[config.mk]
export PLATFORM = sky130hd
export DESIGN_NAME = cppd_cell
export DESIGN_NICKNAME = d
export VERILOG_FILES = /design/src/rtl/cppd_pkg.sv /design/src/rtl/cppd_cell.sv
export SDC_FILE = /design/constraint.sdc
export NUM_CORES = 1
export LEC_CHECK = 0
export ABC_AREA = 1
export BUFFER_PORTS_ARGS = -buffer_cell sky130_fd_sc_hd__clkbuf_2
export CAP_MARGIN = 20
export CORE_ASPECT_RATIO = 0.9
export CORE_MARGIN = 2
export CORE_UTILIZATION = 49
export CTS_CLUSTER_DIAMETER = 150
export CTS_CLUSTER_SIZE = 16
export DETAILED_ROUTE_END_ITERATION = 6
export PLACE_DENSITY = 0.77
export SLEW_MARGIN = 0
export SYNTH_ARGS = -nofsm -noshare
export SYNTH_HDL_FRONTEND = slang
export SYNTH_SLANG_ARGS = --single-unit
[constraint.sdc]
create_clock -name clk -period 2.5 [get_ports clk]
set_input_delay 0.25 -clock clk [delete_from_list [all_inputs] [get_ports clk]]
set_output_delay 0.25 -clock clk [all_outputs]
set_load 0.02 [all_outputs]
[src/rtl/cppd_pkg.sv]
// Shared types, constants and table builders for the pruned Collatz prefix depth block.
package cppd_pkg;

	localparam int VAL_W   = 128;
	localparam int START_W = 64;
	localparam int CELL_W  = 8;
	localparam int N_CELLS = VAL_W / CELL_W;
	localparam int DEPTH_W = 8;

	typedef enum logic {
		ST_IDLE,
		ST_RUN
	} state_t;

	typedef struct packed {
		logic load;
		logic step;
		logic odd;
	} cell_ctl_t;

	// least q with 3^q >= 2^k, k up to 256
	function automatic logic [8:0] qmin_f(input int k);
		logic [263:0] p2;
		logic [263:0] p3;
		logic [8:0]   q;
		p2 = 264'd1 << k;
		p3 = 264'd1;
		q  = '0;
		for (int i = 0; i < 256; i++) begin
			if (p3 < p2) begin
				p3 = (p3 << 1) + p3;
				q  = q + 9'd1;
			end
		end
		return q;
	endfunction

	// residue by shift-and-subtract, small operands only
	function automatic int resid_f(input int x, input int m);
		int r;
		r = x;
		for (int s = 12; s >= 0; s--) begin
			if (r >= (m << s))
				r = r - (m << s);
		end
		return r;
	endfunction

	// popcount q and R = 3R + 2^i over set bits, ascending
	function automatic int wq_f(input int gb, input int mask);
		int q;
		q = 0;
		for (int i = 0; i < gb; i++) begin
			if (((mask >> i) & 1) != 0)
				q = q + 1;
		end
		return q;
	endfunction

	function automatic int wr_f(input int gb, input int mask);
		int r;
		r = 0;
		for (int i = 0; i < gb; i++) begin
			if (((mask >> i) & 1) != 0)
				r = 3 * r + (1 << i);
		end
		return r;
	endfunction

	// mask kept only if it has the largest R in its (q, R mod 3^q) class
	function automatic logic allow_f(input int gb, input int a);
		int  qa;
		int  ra;
		int  qb;
		int  rb;
		int  p3;
		logic ok;
		qa = wq_f(gb, a);
		ra = wr_f(gb, a);
		p3 = 1;
		for (int i = 0; i < qa; i++)
			p3 = 3 * p3;
		ok = 1'b1;
		for (int b = 0; b < (1 << gb); b++) begin
			if (b != a) begin
				qb = wq_f(gb, b);
				rb = wr_f(gb, b);
				if (qb == qa && resid_f(rb, p3) == resid_f(ra, p3) &&
				    (rb > ra || (rb == ra && b < a)))
					ok = 1'b0;
			end
		end
		return ok;
	endfunction

endpackage

[src/rtl/cppd_cell.sv]
// One slice of the 128-bit working value; computes its part of x/2 or x + x/2 + 1.
module cppd_cell (
	input  logic                          clk,
	input  cppd_pkg::cell_ctl_t           ctl,
	input  logic [cppd_pkg::CELL_W-1:0]   load_slice,
	input  logic                          hi_lsb,
	input  logic                          carry_in,
	input  logic                          clr_msb,
	output logic [cppd_pkg::CELL_W-1:0]   slice,
	output logic                          carry_out
);

	logic [cppd_pkg::CELL_W-1:0] slice_q;
	logic [cppd_pkg::CELL_W-1:0] shr;
	logic [cppd_pkg::CELL_W:0]   sum;
	logic [cppd_pkg::CELL_W-1:0] nxt;

	always_comb begin
		shr = {hi_lsb, slice_q[cppd_pkg::CELL_W-1:1]};
		sum = {1'b0, slice_q} + {1'b0, shr} + {{cppd_pkg::CELL_W{1'b0}}, carry_in};
		nxt = ctl.odd ? sum[cppd_pkg::CELL_W-1:0] : shr;
		if (clr_msb)
			nxt[cppd_pkg::CELL_W-1] = 1'b0;
	end

	always_ff @(posedge clk) begin
		if (ctl.load) begin
			slice_q <= load_slice;
		end else if (ctl.step) begin
			slice_q <= nxt;
		end
	end

	assign slice     = slice_q;
	assign carry_out = sum[cppd_pkg::CELL_W];

endmodule

**Word-level counts from Yosys, hierarchy flattened**

Index checks and enable logic that the tools add are counted.

- Bits in registers: 8
- Output and inout port bits: 9
- Word-level logic and storage cells: 8

- $add $sub $neg: 2
- Multiplexer cells: 4
- Reduce and logical (&&, ||, !) cells: 1

Operator list:

| operator | number |
|---|---|
| $mux 8 | 3 |
| $add 8x8->9 | 1 |
| $add 9x1->9 | 1 |
| $reduce_bool 2->1 | 1 |
| $mux 1 | 1 |

**Depth between registers and ports, before layout**

Gate-level depths: netlist of run 1.

- Word-level depth: 6
- Gate-level depth with buffers: 9

**Worst setup path before layout of run 1**

Ideal clock, no wire load.

- Path type: register to output
- Start: register slice_q (netlist bit slice[1])
- End: output carry_out
- Arrival time: 1.868 ns
- Data required time: 2.250 ns
- Setup slack: 0.382 ns
- Cell stages (with the launch flop): 7
- Path through: edfxtp_1 > fa_1 > fa_1 > nand3_1 > nand3_1 > a21oi_1 > o21bai_1

- Longest elaborated chain between the ends: 2

RTL lines:

| item | line | RTL |
|---|---|---|
| start, declared | cppd_cell.sv:13 | `logic [cppd_pkg::CELL_W-1:0] slice_q;` |
| start signal, assigned | cppd_cell.sv:28 | `slice_q <= load_slice;` |
| start signal, assigned | cppd_cell.sv:30 | `slice_q <= nxt;` |
| $add 8x8->9 | cppd_cell.sv:20 | `sum = {1'b0, slice_q} + {1'b0, shr} + {{cppd_pkg::CELL_W{1'b0}}, carry_in};` |
| $add 9x1->9 | cppd_cell.sv:20 |  |
| end, declared | cppd_cell.sv:10 | `output logic carry_out` |

Every way passes these cells.

**Final worst setup path of run 1**

- Start: register slice_q (netlist bit slice[0])
- End: output carry_out

The elaborated chain is that of the path after synthesis.

==> flow_metrics.py, run 1 <==
metrics = {
    "sta": {
        "finClkSkew_ps": 0.478,
        "slew_violations": 0,
        "setup_ws_ps": 195,
        "slew-limit-headroom": 0.844,
        "hold_viol_final": 0,
        "finalSetupViolations": 0,
        "finalSetupTns_ps": 0,
        "final.min_clock_period_ps": 2310,
        "rsz0062_at_grt": "false",
        "timing.fmax_mhz": 434,
        "worstMarginPinSlew_ps": 234,
        "finalCritPeriodShare": 0.922,
    },
    "synthesis": {
        "ys_warn_count": 0,
        "synth.top_cell.area_share": 0.314,
        "synth-async-reset-ratio": 0,
        "postSynthCellCount": 108,
        "synth_cell_types": 17,
        "synth_commonest_cells": "33 x nand2_1, 15 x a21oi_1, 14 x inv_1",
        "postSynth.topFlopCell": "edfxtp_1",
        "yosys_register_bits": 8,
        "synth_area_um2": 766,
        "synth_nets": 132,
        "synth_area_leaders": "edfxtp_1 31%, nand2_1 16%, ha_1 11%",
        "synth_seq_area_share": 0.314,
        "synth_area_per_cell_um2": 7.09,
        "synth.most_common_cell": "nand2_1",
        "synth-edff-count": 8,
        "synth_top_area_cell": "edfxtp_1",
    },
    "floorplan": {
        "die_h_um": 41.5,
        "io_pins": 24,
        "dieArea_um2": 1900,
        "initial_core_util": 0.529,
        "rows": 13,
        "die_w_um": 45.7,
        "core_um2": 1450,
    },
    "cells_and_area": {
        "utilization": 0.635,
        "largest_reg_flops": 8,
        "multi_input_area_um2": 463,
        "final_cell_area_um2": 920,
        "final_nets": 159,
        "fillers": 141,
        "area_delta_synth_final_pct": 20.1,
        "regArea_um2": 240,
        "drive_above_1_share": 0.226,
        "num_antenna_cells": 0,
    },
    "worst_setup_path": {
        "critPathMaxFanout": 4,
        "worstPathArrival_ps": 2060,
        "startpoint_type": "flop",
        "critPathKind": "reg -> out",
        "critPathCaptureType": "output port",
        "crit_required_ps": 2250,
    },
    "grt": {
        "grt_max_degree": 14,
        "gr-usage-all-layers": 0.195,
        "grt_pass1_vias": 670,
        "grt_overflow": 0,
        "antenna_found_initial": 0,
        "grt_pass1_wl_um": 2790,
    },
    "place": {
        "place_ws_ps": 299,
        "dp_hpwl_um": 1360,
        "place_congestion": 0.803,
        "numPortBuffers": 23,
        "place_area_um2": 887,
    },
    "drt": {
        "via_count": 776,
        "drc": 0,
        "wl_per_cell_um": 11.3,
        "viasPerCell": 5.24,
        "dr.pass1.iters": 4,
        "wirelength_um": 1680,
        "ant_nets": 0,
        "dr.first_iter.drc_count": 27,
    },
    "cts": {
        "ctsRootBufferMaster": "clkbuf_4",
        "ctsHoldBuffers": 0,
        "clk_latency_ps": 250,
        "clk_path_buf_depth": 2,
        "clkSinkCount": 8,
        "cts_tree": "yes",
        "cts_buffers": 3,
        "cts_htree_levels": 1,
        "clkTransAtPathRegs_ps": 50,
    },
    "outcome": {
        "status": "complete, no violations",
    },
    "power": {
        "power_density_nw_per_um2": 646,
        "leakage_nw": 0.502,
        "ir_worst_vdd_v": 0.000435,
        "finalPower_mw": 0.594,
    },
    "min_path": {
        "min_path_type": "in -> reg",
    },
    "flow_run": {
        "maxCapViolCount": 0,
    },
}
-- cell type report --
cell class / count / area share
repair buffers: 24 / 0.133
clock buffers: 3 / 0.0245
inverters: 14 / 0.0571
well taps: 15 / 0.0204
flip-flops and latches: 8 / 0.261
multi-input cells: 84 / 0.503
-- critical path: stages (launching register included) --
cell	delay (ps)
edfxtp_1	410
fa_1	450
fa_2	380
nand3_1	120
nand3_1	100
a21oi_1	140
o21bai_1	70
clkbuf_2	150
-- logic make-up after synthesis --
kind of cell | share of synthesized area
compound gates | 0.132
fa+ha+maj | 0.167
buf+inv | 0.0850
flops | 0.314
simple gates | 0.291
xor+xnor | 0.0114
-- power breakdown --
part | total (mW) | switching, mW | internal [mW] | leakage (nW)
clock network | 0.0947 | 0.0400 | 0.0547 | 0.0138
registers | 0.195 | 0.0218 | 0.173 | 0.0815
logic | 0.304 | 0.186 | 0.118 | 0.407
-- per-layer routing --
layer	GRT usage	wire, um
met5	0	0
met4	0.0529	14
met3	0.0261	91
met2	0.290	798
met1	0.293	770
-- layout by cell type (no fill, tap or decap), types with 2 or more instances in the layout --
cell type  Yosys  final
clkbuf_2       0     23
clkbuf_4       0      3
inv_1         14     14
nand3_1        8      8
edfxtp_1       8      8
ha_1           7      7
nand2_1       33     33
nor2_1        11     11
o21ai_0        2      2
a21oi_1       15     15
-- final timing paths --
| check | startpoint | cells after the start | slack (ps) | to |
|---|---|---|---|---|
| worst max-delay path | slice[0] | 7 | 190 | carry_out |
| worst min-delay path | load_slice[6] | 3 | 270 | slice[6] |
| worst max register to register | slice[0] | 8 | 560 | slice[6] |
| worst min register to register | slice[5] | 2 | 770 | slice[4] |
-- metrics by stage --
step           hold WS (ps)  instances
4_1_cts                 268        147
2_1_floorplan           431        108
6_report                275        148
3_3_place_gp            519        144
3_5_place_dp            528        144
5_1_grt                 278        148
-- repair_timing --
action / in CTS / in global routing
buffers inserted: 0 / 1
endpoints found under the setup margin: 0 / 1
gates resized for setup: 0 / 1
Power figures use the tool's default switching activity.
==> inputs of run 2 (changes only) <==
- ABC_AREA: 1 -> unset
==> run 2 against run 1 <==
Net effect: the run now ends with negative setup slack left; global-route usage is 1.2 points higher; wire length is 2.2% higher; largest power group unchanged; count of clock-buffer cells in the layout stayed put; combinational power is 73% higher; register-to-register slack worse by 540 ps; sequential cell count stayed put; cell count is 18% lower; worst hold slack worse by 11 ps.
==> flow_metrics.py, run 2 <==
metrics = {
    "place": {
        "dp.cells": 111,
        "numPortBuffers": 23,
        "dp_hpwl_um": 1260,
        "place_area_um2": 867,
        "place_ws_ps": 36.7,
        "place_congestion": 0.778,
    },
    "grt": {
        "met3_usage": 0.0485,
        "gr-usage-all-layers": 0.207,
        "use_met2": 0.375,
        "use_met1": 0.224,
        "grt_pass1_vias": 651,
        "top_usage_layer": "met2",
        "antenna_found_initial": 0,
        "grt_pass1_wl_um": 2630,
        "grt_overflow": 0,
        "grt_max_degree": 18,
    },
    "sta": {
        "rsz0062_at_grt": "true",
        "hold_viol_final": 0,
        "timing.fmax_mhz": 396,
        "setup_ws_ps": -24.7,
        "final.min_clock_period_ps": 2520,
        "slew-limit-headroom": 0.790,
        "finClkSkew_ps": 5.82,
        "finalCritPeriodShare": 1.01,
        "finalSetupViolations": 1,
        "worstMarginPinSlew_ps": 315,
        "slew_violations": 0,
    },
    "worst_setup_path": {
        "crit_start": "slice[0]",
        "max_stage_delay_ps": 420,
        "crit_buf_inv": 1,
        "cp_top_family": "adder cells",
        "critPathKind": "reg -> out",
        "cp_cell_sequence": "fa_2 -> fa_2 -> a21o_1 -> a21oi_2 -> o21bai_2 -> a21oi_2 -> o21ai_1 -> buf_4",
        "critPathMaxFanout": 2,
        "startpoint_type": "flop",
        "worstPathArrival_ps": 2270,
        "reg2reg_to": "slice[4]",
        "r2r_cells": 8,
        "reg2reg_slack_ps": 20,
        "crit_required_ps": 2250,
        "critPathCaptureType": "output port",
        "critPathSlowestCell": "edfxtp_1",
        "r2r-start": "slice[0]",
    },
    "min_path": {
        "min-delay-start": "load_slice[2]",
        "min_path_type": "in -> reg",
        "hold_path_depth": 3,
        "holdPathEnd": "slice[2]",
    },
    "cells_and_area": {
        "final_cell_area_um2": 970,
        "mostFrequentLayoutCells": "22 x clkbuf_2, 8 x nand2_1, 8 x o21ai_0, 8 x buf_4, 8 x edfxtp_1",
        "final_nets": 133,
        "utilization": 0.677,
        "area_delta_synth_final_pct": 30.7,
        "drive_above_1_share": 0.411,
        "largest_reg_flops": 8,
        "stdcell_count": 122,
        "layout_commonest_cell": "clkbuf_2",
        "fillers": 132,
        "num_antenna_cells": 0,
    },
    "cts": {
        "cts_tree": "yes",
        "ctsHoldBuffers": 0,
        "ctsRootBufferMaster": "clkbuf_4",
        "clkSinkCount": 8,
        "cts_htree_levels": 1,
        "cts_buffers": 3,
        "clk_latency_ps": 260,
        "clkTransAtPathRegs_ps": 60,
        "clk_path_buf_depth": 2,
    },
    "synthesis": {
        "synth_seq_area_share": 0.324,
        "synth.most_common_cell": "o21ai_0",
        "synth_area_um2": 742,
        "postSynth.topFlopCell": "edfxtp_1",
        "synth_top_area_cell": "edfxtp_1",
        "synth_area_leaders": "edfxtp_1 32%, ha_1 12%, o21ai_0 6.1%",
        "postSynthCellCount": 75,
        "synth_nets": 99,
        "ys_warn_count": 0,
        "synth_commonest_cells": "9 x o21ai_0, 8 x edfxtp_1, 8 x nand2_1",
        "synth.top_cell.area_share": 0.324,
        "synth_cell_types": 27,
        "yosys_register_bits": 8,
        "synth-async-reset-ratio": 0,
        "synth_area_per_cell_um2": 9.89,
        "synth-edff-count": 8,
    },
    "power": {
        "pwr-share-comb": 0.619,
        "ir_worst_vdd_v": 0.000443,
        "leakage_nw": 0.448,
        "p_sw_frac": 0.398,
        "switchingPower_mw": 0.338,
        "clkPwrFrac": 0.126,
        "p_int_mw": 0.513,
        "power_density_nw_per_um2": 878,
        "seqPwrFrac": 0.255,
    },
    "floorplan": {
        "core_um2": 1430,
        "io_pins": 24,
        "dieArea_um2": 1840,
        "rows": 13,
        "initial_core_util": 0.518,
        "die_w_um": 45.0,
        "die_h_um": 40.9,
    },
    "drt": {
        "dr.first_iter.drc_count": 9,
        "ant_nets": 0,
        "dr.pass1.iters": 4,
        "drc": 0,
        "via_count": 692,
        "viasPerCell": 5.67,
        "wl_per_cell_um": 14.0,
        "wirelength_um": 1710,
    },
    "outcome": {
        "violations": "negative setup slack",
        "status": "complete, but fails checks",
    },
    "flow_run": {
        "maxCapViolCount": 0,
    },
}
[run 2: cell types whose count changed in the layout (fill, tap and decap cells not counted), moves of 6 or more]
cell     previous run  this run
nand2_1            33         8
a21oi_1            15         4
inv_1              14         3
nor2_1             11         1
nand3_1             8         0
buf_4               1         8
o21ai_0             2         8
[run 2: layout make-up]
type	count	area [um^2]	share of cell area
Multi-Input combinational cell	61	484	0.499
Clock buffer	3	22.5	0.0232
Timing Repair Buffer	32	193	0.199
Tap cell	15	18.8	0.0194
Sequential cell	8	240	0.248
Inverter	3	11.3	0.0116
[run 2: layer usage]
layer	part of all wire	up-vias
li1	-	348
met1	0.43	320
met4	0.011	0
met5	0	-
met3	0.049	4
met2	0.50	20
[run 2: logic make-up (layout without fill, tap and decap cells)]
group | count (synthesis) | after routing | share of synthesized area
buf+inv | 6 | 38 | 0.0405
xor+xnor | 4 | 4 | 0.0472
simple gates | 19 | 19 | 0.140
compound gates | 24 | 24 | 0.206
mux | 5 | 5 | 0.0708
fa+ha+maj | 9 | 9 | 0.172
flops | 8 | 8 | 0.324
[run 2: tightest hold or removal path, cell delays in order]
cell	delay (ps)
clkbuf_2	80
nand2_1	40
o21ai_0	50
[run 2: repair_timing]
item                                   4_1_cts  5_1_grt
pin swaps                                    8        6
gates resized for setup                      7        2
buffers inserted                             8        1
setup endpoints to repair                    1        3
endpoints found under the hold margin        0        0
cloned                                       0        0
[run 2: power by group through the flow]
| stage | logic, mW | clock network, mW | registers [mW] |
|---|---|---|---|
| after floorplan | 0.281 | 0 | 0.252 |
| after global placement | 0.402 | 0 | 0.219 |
| after detailed placement | 0.416 | 0 | 0.221 |
| after CTS | 0.529 | 0.107 | 0.218 |
| after global routing | 0.582 | 0.112 | 0.221 |
| final | 0.527 | 0.107 | 0.217 |
[run 2: how the worst max path moves through the flow]
stage	to	cells past startpoint	slack (ps)
final	carry_out	8	-20
after global routing	carry_out	8	-110
after CTS	carry_out	8	-100
after detailed placement	slice[4]	7	40
after global placement	carry_out	8	120
after floorplan	slice[4]	7	0.5
[run 2: per-stage QoR]
stage	TNS [ps]	hold slack (ps)	total power, mW
6_report	-24.7	263	0.851
4_1_cts	-152	268	0.855
5_1_grt	-142	275	0.915
3_3_place_gp	0	529	0.620
3_5_place_dp	0	535	0.637
2_1_floorplan	0	441	0.533
